==> src/design/k_stacks_shared_buffer_assert.svh <==
// Assertion macros for the shared stack buffer
`ifndef K_STACKS_SHARED_BUFFER_ASSERT_SVH
`define K_STACKS_SHARED_BUFFER_ASSERT_SVH

// same-cycle implication
`define KSB_ASSERT_IMPL(name, pre, post) \
   name: assert property (@(posedge clock) disable iff (reset) (pre) |-> (post)) \
      else $error("ksb: implication failed");

// next-cycle implication
`define KSB_ASSERT_NEXT(name, pre, post) \
   name: assert property (@(posedge clock) disable iff (reset) (pre) |=> (post)) \
      else $error("ksb: next-cycle check failed");

`endif

==> src/design/ksb_pkg.sv <==
// Package: constants, types and codes of the shared stack buffer
`default_nettype none
package ksb_pkg;

   localparam int NUM_STACKS = 4;
   localparam int CAPACITY   = 16;

   localparam int ADDR_W = $clog2(CAPACITY);
   localparam int PTR_W  = $clog2(CAPACITY + 1);
   localparam int SIDX_W = (NUM_STACKS > 1) ? $clog2(NUM_STACKS) : 1;
   localparam int DATA_W = 32;

   localparam logic [PTR_W-1:0]         SLOT_NULL       = PTR_W'(CAPACITY);
   localparam logic signed [DATA_W-1:0] UNDERFLOW_VALUE = 32'sh7FFF_FFFF;

   localparam logic OP_PUSH = 1'b0;
   localparam logic OP_POP  = 1'b1;

   typedef enum logic [1:0] {
      STATUS_OK        = 2'd0,
      STATUS_OVERFLOW  = 2'd1,
      STATUS_UNDERFLOW = 2'd2
   } status_type;

   typedef enum logic {
      ST_IDLE,
      ST_EXEC
   } state_type;

   typedef struct packed {
      logic capture;
      logic commit;
   } cmd_type;

endpackage
`default_nettype wire

==> src/design/ksb_ram.sv <==
// Generic single-write, single-read RAM with registered read data
`default_nettype none
module ksb_ram #(
   parameter int WIDTH = 32,
   parameter int DEPTH = 16
) (
   input  wire logic                     clock,
   input  wire logic                     wr_en,
   input  wire logic [$clog2(DEPTH)-1:0] wr_addr,
   input  wire logic [WIDTH-1:0]         wr_data,
   input  wire logic                     rd_en,
   input  wire logic [$clog2(DEPTH)-1:0] rd_addr,
   output logic      [WIDTH-1:0]         rd_data
);

   logic [WIDTH-1:0] mem_ff [DEPTH];
   logic [WIDTH-1:0] rd_data_ff;

   always_ff @(posedge clock) begin
      if (wr_en) begin
         mem_ff[wr_addr] <= wr_data;
      end
      if (rd_en) begin
         rd_data_ff <= mem_ff[rd_addr];
      end
   end

   assign rd_data = rd_data_ff;

endmodule
`default_nettype wire

==> src/design/ksb_ctrl.sv <==
// Controller: two-state sequencer and result-beat handshake
`default_nettype none
`include "k_stacks_shared_buffer_assert.svh"
module ksb_ctrl
   import ksb_pkg::*;
(
   input  wire logic clock,
   input  wire logic reset,
   input  wire logic req_valid,
   output logic      req_stall,
   output logic      rsp_valid,
   input  wire logic rsp_stall,
   output cmd_type   cmd
);

   state_type state_ff, state_in;
   logic      rsp_valid_ff, rsp_valid_in;
   logic      accept;

   // next state
   always_comb begin
      state_in = state_ff;
      unique case (state_ff)
         ST_IDLE: begin
            if (accept) begin
               state_in = ST_EXEC;
            end
         end
         ST_EXEC: begin
            state_in = ST_IDLE;
         end
         default: begin
            state_in = ST_IDLE;
         end
      endcase
   end

   // outputs
   always_comb begin
      req_stall   = 1'b1;
      cmd.capture = 1'b0;
      cmd.commit  = 1'b0;
      unique case (state_ff)
         ST_IDLE: begin
            req_stall   = rsp_valid_ff && rsp_stall;
            cmd.capture = req_valid && !(rsp_valid_ff && rsp_stall);
         end
         ST_EXEC: begin
            cmd.commit = 1'b1;
         end
         default: begin
            req_stall = 1'b1;
         end
      endcase
   end

   assign accept = cmd.capture;

   always_comb begin
      rsp_valid_in = rsp_valid_ff;
      if (cmd.commit) begin
         rsp_valid_in = 1'b1;
      end else if (rsp_valid_ff && !rsp_stall) begin
         rsp_valid_in = 1'b0;
      end
   end

   always_ff @(posedge clock) begin
      if (reset) begin
         state_ff     <= ST_IDLE;
         rsp_valid_ff <= 1'b0;
      end else begin
         state_ff     <= state_in;
         rsp_valid_ff <= rsp_valid_in;
      end
   end

   assign rsp_valid = rsp_valid_ff;

   `KSB_ASSERT_NEXT(a_capture_then_commit, accept, cmd.commit)
   `KSB_ASSERT_IMPL(a_commit_into_free_slot, cmd.commit, !(rsp_valid_ff && rsp_stall))
   `KSB_ASSERT_IMPL(a_no_beat_during_exec, state_ff == ST_EXEC, req_stall)
   `KSB_ASSERT_NEXT(a_commit_shows_result, cmd.commit, rsp_valid)

endmodule
`default_nettype wire

==> src/design/ksb_dpath.sv <==
// Datapath: head pointers, free-list head, slot stores and result register
`default_nettype none
module ksb_dpath
   import ksb_pkg::*;
(
   input  wire logic                     clock,
   input  wire logic                     reset,
   input  wire cmd_type                  cmd,
   input  wire logic                     req_operation,
   input  wire logic [1:0]               req_stack_id,
   input  wire logic signed [DATA_W-1:0] req_push_value,
   output logic signed [DATA_W-1:0]      rsp_pop_value,
   output logic [1:0]                    rsp_status,
   output logic                          rsp_all_full
);

   logic [PTR_W-1:0]  head_ff [NUM_STACKS];
   logic [PTR_W-1:0]  head_in [NUM_STACKS];
   logic [PTR_W-1:0]  free_head_ff, free_head_in;
   logic [CAPACITY-1:0] link_ok_ff, link_ok_in;

   logic                     op_ff;
   logic [SIDX_W-1:0]        sidx_ff;
   logic signed [DATA_W-1:0] value_ff;
   logic [PTR_W-1:0]         slot_ff;
   logic                     ok_ff;
   logic                     link_hit_ff;

   logic signed [DATA_W-1:0] pop_value_ff, pop_value_in;
   status_type               status_ff, status_in;
   logic                     all_full_ff, all_full_in;

   logic [SIDX_W-1:0] cap_sidx;
   logic              cap_sid_ok;
   logic [PTR_W-1:0]  cap_ptr;
   logic              cap_ok;
   logic [ADDR_W-1:0] cap_addr;
   logic [ADDR_W-1:0] slot_addr;

   logic [DATA_W-1:0] data_rd;
   logic [PTR_W-1:0]  link_q;
   logic [PTR_W-1:0]  link_rd;
   logic              data_we;
   logic              link_we;
   logic [PTR_W-1:0]  link_wdata;

   // pick the slot this beat works on
   always_comb begin
      cap_sidx   = SIDX_W'(req_stack_id);
      cap_sid_ok = int'(req_stack_id) < NUM_STACKS;
      if (req_operation == OP_POP && cap_sid_ok) begin
         cap_ptr = head_ff[cap_sidx];
      end else begin
         cap_ptr = free_head_ff;
      end
      cap_ok   = cap_sid_ok && (cap_ptr < SLOT_NULL);
      cap_addr = cap_ptr[ADDR_W-1:0];
   end

   always_ff @(posedge clock) begin
      if (cmd.capture) begin
         op_ff       <= req_operation;
         sidx_ff     <= cap_sidx;
         value_ff    <= req_push_value;
         slot_ff     <= cap_ptr;
         ok_ff       <= cap_ok;
         link_hit_ff <= link_ok_ff[cap_addr];
      end
   end

   assign slot_addr = slot_ff[ADDR_W-1:0];
   assign link_rd   = link_hit_ff ? link_q : PTR_W'(slot_ff + PTR_W'(1));

   assign data_we    = cmd.commit && ok_ff && (op_ff == OP_PUSH);
   assign link_we    = cmd.commit && ok_ff;
   assign link_wdata = (op_ff == OP_PUSH) ? head_ff[sidx_ff] : free_head_ff;

   ksb_ram #(
      .WIDTH (DATA_W),
      .DEPTH (CAPACITY)
   ) u_data_ram (
      .clock   (clock),
      .wr_en   (data_we),
      .wr_addr (slot_addr),
      .wr_data (value_ff),
      .rd_en   (cmd.capture),
      .rd_addr (cap_addr),
      .rd_data (data_rd)
   );

   ksb_ram #(
      .WIDTH (PTR_W),
      .DEPTH (CAPACITY)
   ) u_link_ram (
      .clock   (clock),
      .wr_en   (link_we),
      .wr_addr (slot_addr),
      .wr_data (link_wdata),
      .rd_en   (cmd.capture),
      .rd_addr (cap_addr),
      .rd_data (link_q)
   );

   // relink on commit
   always_comb begin
      head_in      = head_ff;
      free_head_in = free_head_ff;
      link_ok_in   = link_ok_ff;
      if (link_we) begin
         link_ok_in[slot_addr] = 1'b1;
         if (op_ff == OP_PUSH) begin
            free_head_in     = link_rd;
            head_in[sidx_ff] = slot_ff;
         end else begin
            head_in[sidx_ff] = link_rd;
            free_head_in     = slot_ff;
         end
      end
   end

   always_comb begin
      if (op_ff == OP_PUSH) begin
         pop_value_in = '0;
         status_in    = ok_ff ? STATUS_OK : STATUS_OVERFLOW;
      end else if (ok_ff) begin
         pop_value_in = data_rd;
         status_in    = STATUS_OK;
      end else begin
         pop_value_in = UNDERFLOW_VALUE;
         status_in    = STATUS_UNDERFLOW;
      end
      all_full_in = !(free_head_in < SLOT_NULL);
   end

   always_ff @(posedge clock) begin
      if (reset) begin
         for (int i = 0; i < NUM_STACKS; i++) begin
            head_ff[i] <= SLOT_NULL;
         end
         free_head_ff <= '0;
         link_ok_ff   <= '0;
      end else begin
         head_ff      <= head_in;
         free_head_ff <= free_head_in;
         link_ok_ff   <= link_ok_in;
      end
   end

   always_ff @(posedge clock) begin
      if (cmd.commit) begin
         pop_value_ff <= pop_value_in;
         status_ff    <= status_in;
         all_full_ff  <= all_full_in;
      end
   end

   assign rsp_pop_value = pop_value_ff;
   assign rsp_status    = status_ff;
   assign rsp_all_full  = all_full_ff;

endmodule
`default_nettype wire

==> src/design/k_stacks_shared_buffer.sv <==
// A request is captured in ST_IDLE, committed in ST_EXEC, and its result registered and
//   offered; a new one is taken only after the last commits. Each takes a registered
//   read of the slot's link and data words, then a write-back and head-pointer update.
// A result held by rsp_stall stalls the request side until it is taken.
// Reset: stacks empty, free-list head at slot zero, link valid bits cleared; ready at once.
`default_nettype none
module k_stacks_shared_buffer
   import ksb_pkg::*;
(
   input  wire logic                     clock,
   input  wire logic                     reset,
   input  wire logic                     req_valid,
   output logic                          req_stall,
   input  wire logic                     req_operation,
   input  wire logic [1:0]               req_stack_id,
   input  wire logic signed [DATA_W-1:0] req_push_value,
   output logic                          rsp_valid,
   input  wire logic                     rsp_stall,
   output logic signed [DATA_W-1:0]      rsp_pop_value,
   output logic [1:0]                    rsp_status,
   output logic                          rsp_all_full
);

   cmd_type cmd;

   ksb_ctrl u_ctrl (
      .clock     (clock),
      .reset     (reset),
      .req_valid (req_valid),
      .req_stall (req_stall),
      .rsp_valid (rsp_valid),
      .rsp_stall (rsp_stall),
      .cmd       (cmd)
   );

   ksb_dpath u_dpath (
      .clock          (clock),
      .reset          (reset),
      .cmd            (cmd),
      .req_operation  (req_operation),
      .req_stack_id   (req_stack_id),
      .req_push_value (req_push_value),
      .rsp_pop_value  (rsp_pop_value),
      .rsp_status     (rsp_status),
      .rsp_all_full   (rsp_all_full)
   );

endmodule
`default_nettype wire

==> config.mk <==
export PLATFORM = sky130hd
export DESIGN_NAME = k_stacks_shared_buffer
export DESIGN_NICKNAME = d
export VERILOG_FILES = /design/src/design/ksb_pkg.sv /design/src/design/ksb_ram.sv /design/src/design/ksb_ctrl.sv /design/src/design/ksb_dpath.sv /design/src/design/k_stacks_shared_buffer.sv
export VERILOG_INCLUDE_DIRS = /design/src /design/src/design
export SDC_FILE = /design/constraint.sdc
export NUM_CORES = 1
export LEC_CHECK = 0
export ABC_AREA = 1
export BUFFER_PORTS_ARGS = -buffer_cell sky130_fd_sc_hd__clkbuf_2
export CAP_MARGIN = 20
export CELL_PAD_IN_SITES_DETAIL_PLACEMENT = 0
export CELL_PAD_IN_SITES_GLOBAL_PLACEMENT = 2
export CORE_MARGIN = 2
export CORE_UTILIZATION = 45
export DETAILED_ROUTE_END_ITERATION = 7
export PLACE_DENSITY_LB_ADDON = 0.1
export SLEW_MARGIN = 15
export SYNTH_ARGS = -nofsm -noshare
export SYNTH_HDL_FRONTEND = slang
export SYNTH_HIERARCHICAL = 1
export SYNTH_SLANG_ARGS = --single-unit
==> constraint.sdc <==
create_clock -name clock -period 4.9 [get_ports clock]
set_input_delay 0.49 -clock clock [delete_from_list [all_inputs] [get_ports clock]]
set_output_delay 0.49 -clock clock [all_outputs]
set_load 0.005 [all_outputs]
# Yosys cells after proc, flatten, opt, wreduce, memory -nomap -nowiden
# Memory sizes are Yosys's and may differ from the RTL's. A register that Yosys moved wholly into a read port is not among the register bits.
# Cells that the tools add are included.
# totals
inputBits	39
ramBits	592
mem_count	2
reg_bits	120
wordCells	81
out_inout_bits	37
# op_classes
n_reduce_logical	12
n_addsub	1
order_cmp	8
muxes	35
n_bitwise	5
# memory_table
memory	words	word_bits	read_ports	rd_clocked_by_memory_dff	write_ports	line_no	source
u_dpath.u_data_ram.mem_ff	16	32	1	1	1	ksb_ram.sv:16	logic [WIDTH-1:0] mem_ff [DEPTH];
u_dpath.u_link_ram.mem_ff	16	5	1	1	1	ksb_ram.sv:16	
# op_table
operator	count
2-to-1 mux 5 bit	10
bitwise mux 20 bit	2
2-to-1 mux 31 bit	1
binary-select mux 5 bit (select 2 bit)	2
2-to-1 mux 20 bit	1
OR 16 bit	1
2-to-1 mux 1 bit	13
demux 5 bit (select 2 bit)	1
< comparator 4 x 5 -> 1 bit, second input constant	2
< comparator 5 bit, second input constant	2
logical AND 1 bit	7
greater-or-equal comparator 3 bit, second input constant	2
NOT 2 -> 3 bit	2
adder 5 x 1 -> 5 bit, second input constant	1
binary-select mux 1 bit (select 4 bit)	1
demux 1 bit (select 4 bit)	1
greater-or-equal comparator 4 x 1 -> 1 bit, second input constant	1
2-to-1 mux 2 bit	2
zero test 1 bit	3
< comparator 3 x 1 -> 1 bit, second input constant	1
NOT 1 bit	2
one-hot mux 1 bit (2 select lines)	1
AND reduction 2 bit	1
nonzero test 2 bit	1

# Depth between registers and ports, before layout
# depth
depth_word	7
depth_mapped	16
ltp_nobuf	13

# By module
# Netlist, hierarchy kept.
# by_module_without_submodules
mod	cells_per_inst	seq_area_each_um2	n_inst	area_per_inst_um2
ksb_ram at u_dpath.u_data_ram	2120	16335.7	1	23050.9
ksb_dpath	507	3133.0	1	4997.3
ksb_ram at u_dpath.u_link_ram	355	2552.4	1	3741.1
ksb_ctrl	11	40.0	1	93.8

# Worst setup path after synthesis
# No wires, ideal clock.
# synth_timing
path_kind	reg-to-reg
from	register u_ctrl.state_ff
to	memory u_dpath.u_data_ram.mem_ff[12][0] (enable)
path_buffers	2
period_less_slack_ns	3.244
setup_time_ns	0.421
required_ns	4.479
stages_incl_launch_ff	7
slack_ns	1.656
arrival_time_ns	2.823
cell_sequence	dfxtp_1 > buf_4 > nand2_2 > buf_2 > nor2_1 > nand3_1 > nor2_1
# synth_lines
element	line_no	source
start: declaration	ksb_ctrl.sv:16	state_type state_ff, state_in;
start signal: assignment	ksb_ctrl.sv:73	state_ff <= state_in;
end: declaration	ksb_ram.sv:16	

# Worst setup path after layout
# layout_timing
from	register u_dpath.ok_ff
to	memory u_dpath.u_data_ram.mem_ff[15][28] (enable)
# layout_between
elab_chain_cells	4
# layout_rtl
element	line_no	source
start: declaration	ksb_dpath.sv:26	logic ok_ff;
start signal: assignment	ksb_dpath.sv:66	ok_ff <= cap_ok;
logical AND 1 bit (2 in a row)	ksb_dpath.sv:74	assign data_we = cmd.commit && ok_ff && (op_ff == OP_PUSH);
via u_dpath.data_we	ksb_dpath.sv:43	logic data_we;
2-to-1 mux 1 bit	ksb_ram.sv:20	if (wr_en) begin
2-to-1 mux 1 bit (not written as such)	ksb_ram.sv:21	mem_ff[wr_addr] <= wr_data;
# The timed path passes the listed nets, and every way through them passes these cells.

==> run_results.csv <==
group,metric,value,unit
critical_path,worstPathRequired,5.16,ns
clock_network,cts_sinks,749,
yosys,syn_nets,3036,
placed_design,port_buffers,75,
floorplan,rows,97,
yosys,synth-main-ff-cell,"edfxtp_1",
power_and_ir_drop,power.density,395,nW/um2
critical_path,critPathLaunchType,"flip-flop",
floorplan,die-width,270,um
global_route,grt_use_total,0.232,
timing,rsz0062_at_grt,"no",
clock_network,clkTransAtPathRegs,0.06,ns
floorplan,die_area,73000,um2
routing,vias,20700,
clock_network,cts_made_buffers,82,
yosys,ys_ff_latch,749,
yosys,synthArstFlopShare,0,
critical_path,critPathCapture,"u_dpath/u_data_ram/mem_ff[15][28]$_DFFE_PP_",
yosys,synth_area,31900,um2
timing,period_share,0.647,
timing,fmax,315,MHz
timing,setup_viol,0,
power_and_ir_drop,power.static_leakage,14.7,nW
timing,fin_worst_skew,0.0172,ns
critical_path,arrival,3.43,ns
worst_hold_path,hold_class,"input port to flip-flop",
floorplan,dieHeight,270,um
power_and_ir_drop,intPower,0.0108,W
global_route,grt_pass1_wl,127000,um
placed_design,place_ws,1.56,ns
timing,period_needed,3.17,ns
placed_design,gp_congestion,0.835,
yosys,synth.avg_cell_area,10.7,um2
final_layout,nets,3119,
power_and_ir_drop,vdd_drop_max,0.362,mV
final_layout,mostFrequentLayoutCells,"843 x nand2_1, 706 x edfxtp_1, 469 x nand3_1",
floorplan,core_region_area,70100,um2
clock_network,cts-root-buf,"clkbuf_16",
power_and_ir_drop,swShare,0.237,
critical_path,worstReg2RegStart,"u_dpath/ok_ff$_DFFE_PP_",
power_and_ir_drop,p_seq_frac,0.513,
global_route,grt_pass1_vias,20100,
timing,worstMarginPinSlew,1.06,ns
routing,antenna_left,0,
timing,worst_slack,1.73,ns
routing,first_iter_violations,1717,
timing,fin_hold_ws,0.0330,ns
power_and_ir_drop,power_frac_comb,0.069,
clock_network,insertion_delay,0.64,ns
yosys,synth_edf_count,706,
worst_hold_path,min_path_cells,1,
power_and_ir_drop,clkPwrFrac,0.418,
global_route,grt_overflow,0,
routing,wl_per_cell,20.6,um
clock_network,htree_levels,3,
flow_run,cap_violations,0,
yosys,seq_area_frac_synth,0.692,
routing,firstDrtPassIters,5,
floorplan,start_util,0.455,
clock_network,cts_tree,"yes",
yosys,yosys_warnings,6,
power_and_ir_drop,switchingPower,0.00336,W
floorplan,ioPinCount,76,
critical_path,r2r_cells,5,
critical_path,crit_start,"u_dpath/ok_ff$_DFFE_PP_",
routing,drc,0,
timing,finalHoldViolCount,0,
final_layout,final_layout_size_suffix_gt1_frac,0.113,
final_layout,fillers,6408,
timing,slew_viol_final,0,
critical_path,crit_type,"flip-flop to flip-flop",
critical_path,crit_path_end_kind,"flip-flop",
global_route,grt_max_degree,176,
routing,wl,84000,um
run_status,outcome,"complete, no violations",
global_route,antenna_found_initial,2,
critical_path,path_max_fanout,22,
critical_path,r2r-end,"u_dpath/u_data_ram/mem_ff[15][28]$_DFFE_PP_",
clock_network,clockBufferDepth,3,
placed_design,dp.cells,3915,
clock_network,cts_resized,0,
yosys,postSynthCellCount,2993,
critical_path,r2r_slack,1.73,ns
yosys,synth.distinct_cells,39,
placed_design,hpwl,44500,um
final_layout,final_cells,4081,
final_layout,mostFrequentLayoutCell,"nand2_1",
routing,routed_via_density,5.08,
timing,setup-tns-final,0,ns
timing,slew_headroom,0.291,
final_layout,area_delta_synth_final,12.5,%
-- final cells by class --
type | instances | area, um2 | share of cell area
Clock buffer | 98 | 2180 | 0.0607
Inverter | 519 | 1970 | 0.0548
Sequential cell | 749 | 22100 | 0.615
Multi-Input combinational cell | 1587 | 7140 | 0.199
Tap cell | 940 | 1180 | 0.0328
Antenna cell | 1 | 2.50 | 0.0000698
Timing Repair Buffer | 137 | 951 | 0.0265
Clock inverter | 50 | 385 | 0.0107
-- metal layers --
metal	GRT usage	up-vias	wire length [um]
li1	-	9933	-
met1	0.326	10100	37900
met2	0.380	539	39800
met3	0.0324	139	4220
met4	0.0657	2	2160
met5	0	-	10
-- flip-flops by register name (all words and copies together), names as in the netlist, 2 cells and up --
name / count
u_dpath/u_data_ram/mem_ff: 512
u_dpath/u_link_ram/mem_ff: 80
u_dpath/rsp_pop_value: 32
u_dpath/u_data_ram/rd_data: 32
u_dpath/value_ff: 32
u_dpath/head_ff: 20
u_dpath/link_ok_ff: 16
u_dpath/free_head_ff: 5
u_dpath/slot_ff: 5
u_dpath/u_link_ram/rd_data: 5
u_dpath/rsp_status: 2
u_dpath/sidx_ff: 2
-- kinds of logic after synthesis --
| group | Yosys count | share of synthesized area |
|---|---|---|
| XOR/XNOR | 2 | 0.000550 |
| AO/OA/AOI/OAI | 95 | 0.0170 |
| AND/OR/NAND/NOR | 1486 | 0.199 |
| adder cells (fa/ha/maj) | 4 | 0.00157 |
| buffers and inverters | 657 | 0.0899 |
| flip-flops | 749 | 0.692 |
-- metrics by stage --
stage	power (W)	cell area, um2	utilization
CTS	0.0143	35800	0.511
global route	0.0147	35900	0.511
detailed placement	0.00838	33100	0.472
global placement	0.00837	33100	0.472
finish	0.0142	35900	0.511
floorplan	0.00803	31900	-
-- Yosys cell counts (2+ instances only) --
library cell	n	area [um2]
nand2_1	843	3160
edfxtp_1	706	21200
inv_1	470	1760
nand3_1	469	2350
nor2_1	127	477
buf_2	51	255
inv_2	46	173
dfxtp_1	43	861
a21oi_1	42	210
buf_6	34	383
clkbuf_1	22	82.6
o21ai_1	19	95.1
nand2_2	18	113
buf_1	17	63.8
o21ai_0	13	65.1
buf_4	12	90.1
nand3b_1	12	90.1
nor2_2	5	31.3
nor2_4	5	56.3
ha_1	4	50.1
nand3_2	4	40.0
o211ai_1	4	30.0
a22oi_1	3	22.5
a41oi_1	3	26.3
o21ai_2	3	26.3
a31oi_1	2	12.5
nand2_4	2	22.5
o22ai_1	2	12.5
xor2_1	2	17.5
-- what timing repair did --
action	in CTS	in global routing
hold buffers	16	0
setup endpoints to repair	0	0
buffers inserted	0	0
hold endpoints to repair	16	0
-- power groups by stage --
stage / combinational (W) / sequential (W) / clock, W
after detailed placement: 0.000984 / 0.00740 / 0
after global routing: 0.00110 / 0.00728 / 0.00628
final: 0.000981 / 0.00726 / 0.00592
after global placement: 0.000979 / 0.00739 / 0
after floorplan: 0.000683 / 0.00734 / 0
after CTS: 0.000996 / 0.00726 / 0.00606
-- how the worst min path moves through the flow --
stage	from	end	slack, ns
2_1_floorplan	u_dpath/link_ok_ff[0]$_SDFFE_PP0P_	u_dpath/link_ok_ff[0]$_SDFFE_PP0P_	0.43
3_3_place_gp	u_dpath/link_ok_ff[15]$_SDFFE_PP0P_	u_dpath/link_ok_ff[15]$_SDFFE_PP0P_	0.45
3_5_place_dp	u_dpath/link_ok_ff[15]$_SDFFE_PP0P_	u_dpath/link_ok_ff[15]$_SDFFE_PP0P_	0.45
4_1_cts	req_push_value[22]	u_dpath/value_ff[22]$_DFFE_PP_	0.0004
5_1_grt	req_push_value[5]	u_dpath/value_ff[5]$_DFFE_PP_	0.002
6_report	req_push_value[5]	u_dpath/value_ff[5]$_DFFE_PP_	0.03
-- critical path, cell delays in order (launching register included) --
cell and delay [ns]:
edfxtp_1 0.41, nand2_2 0.31, nor2_1 0.34, nand3_1 0.38, nor2_4 0.72, buf_4 0.59
No activity file was read; power rests on OpenSTA's default activity.
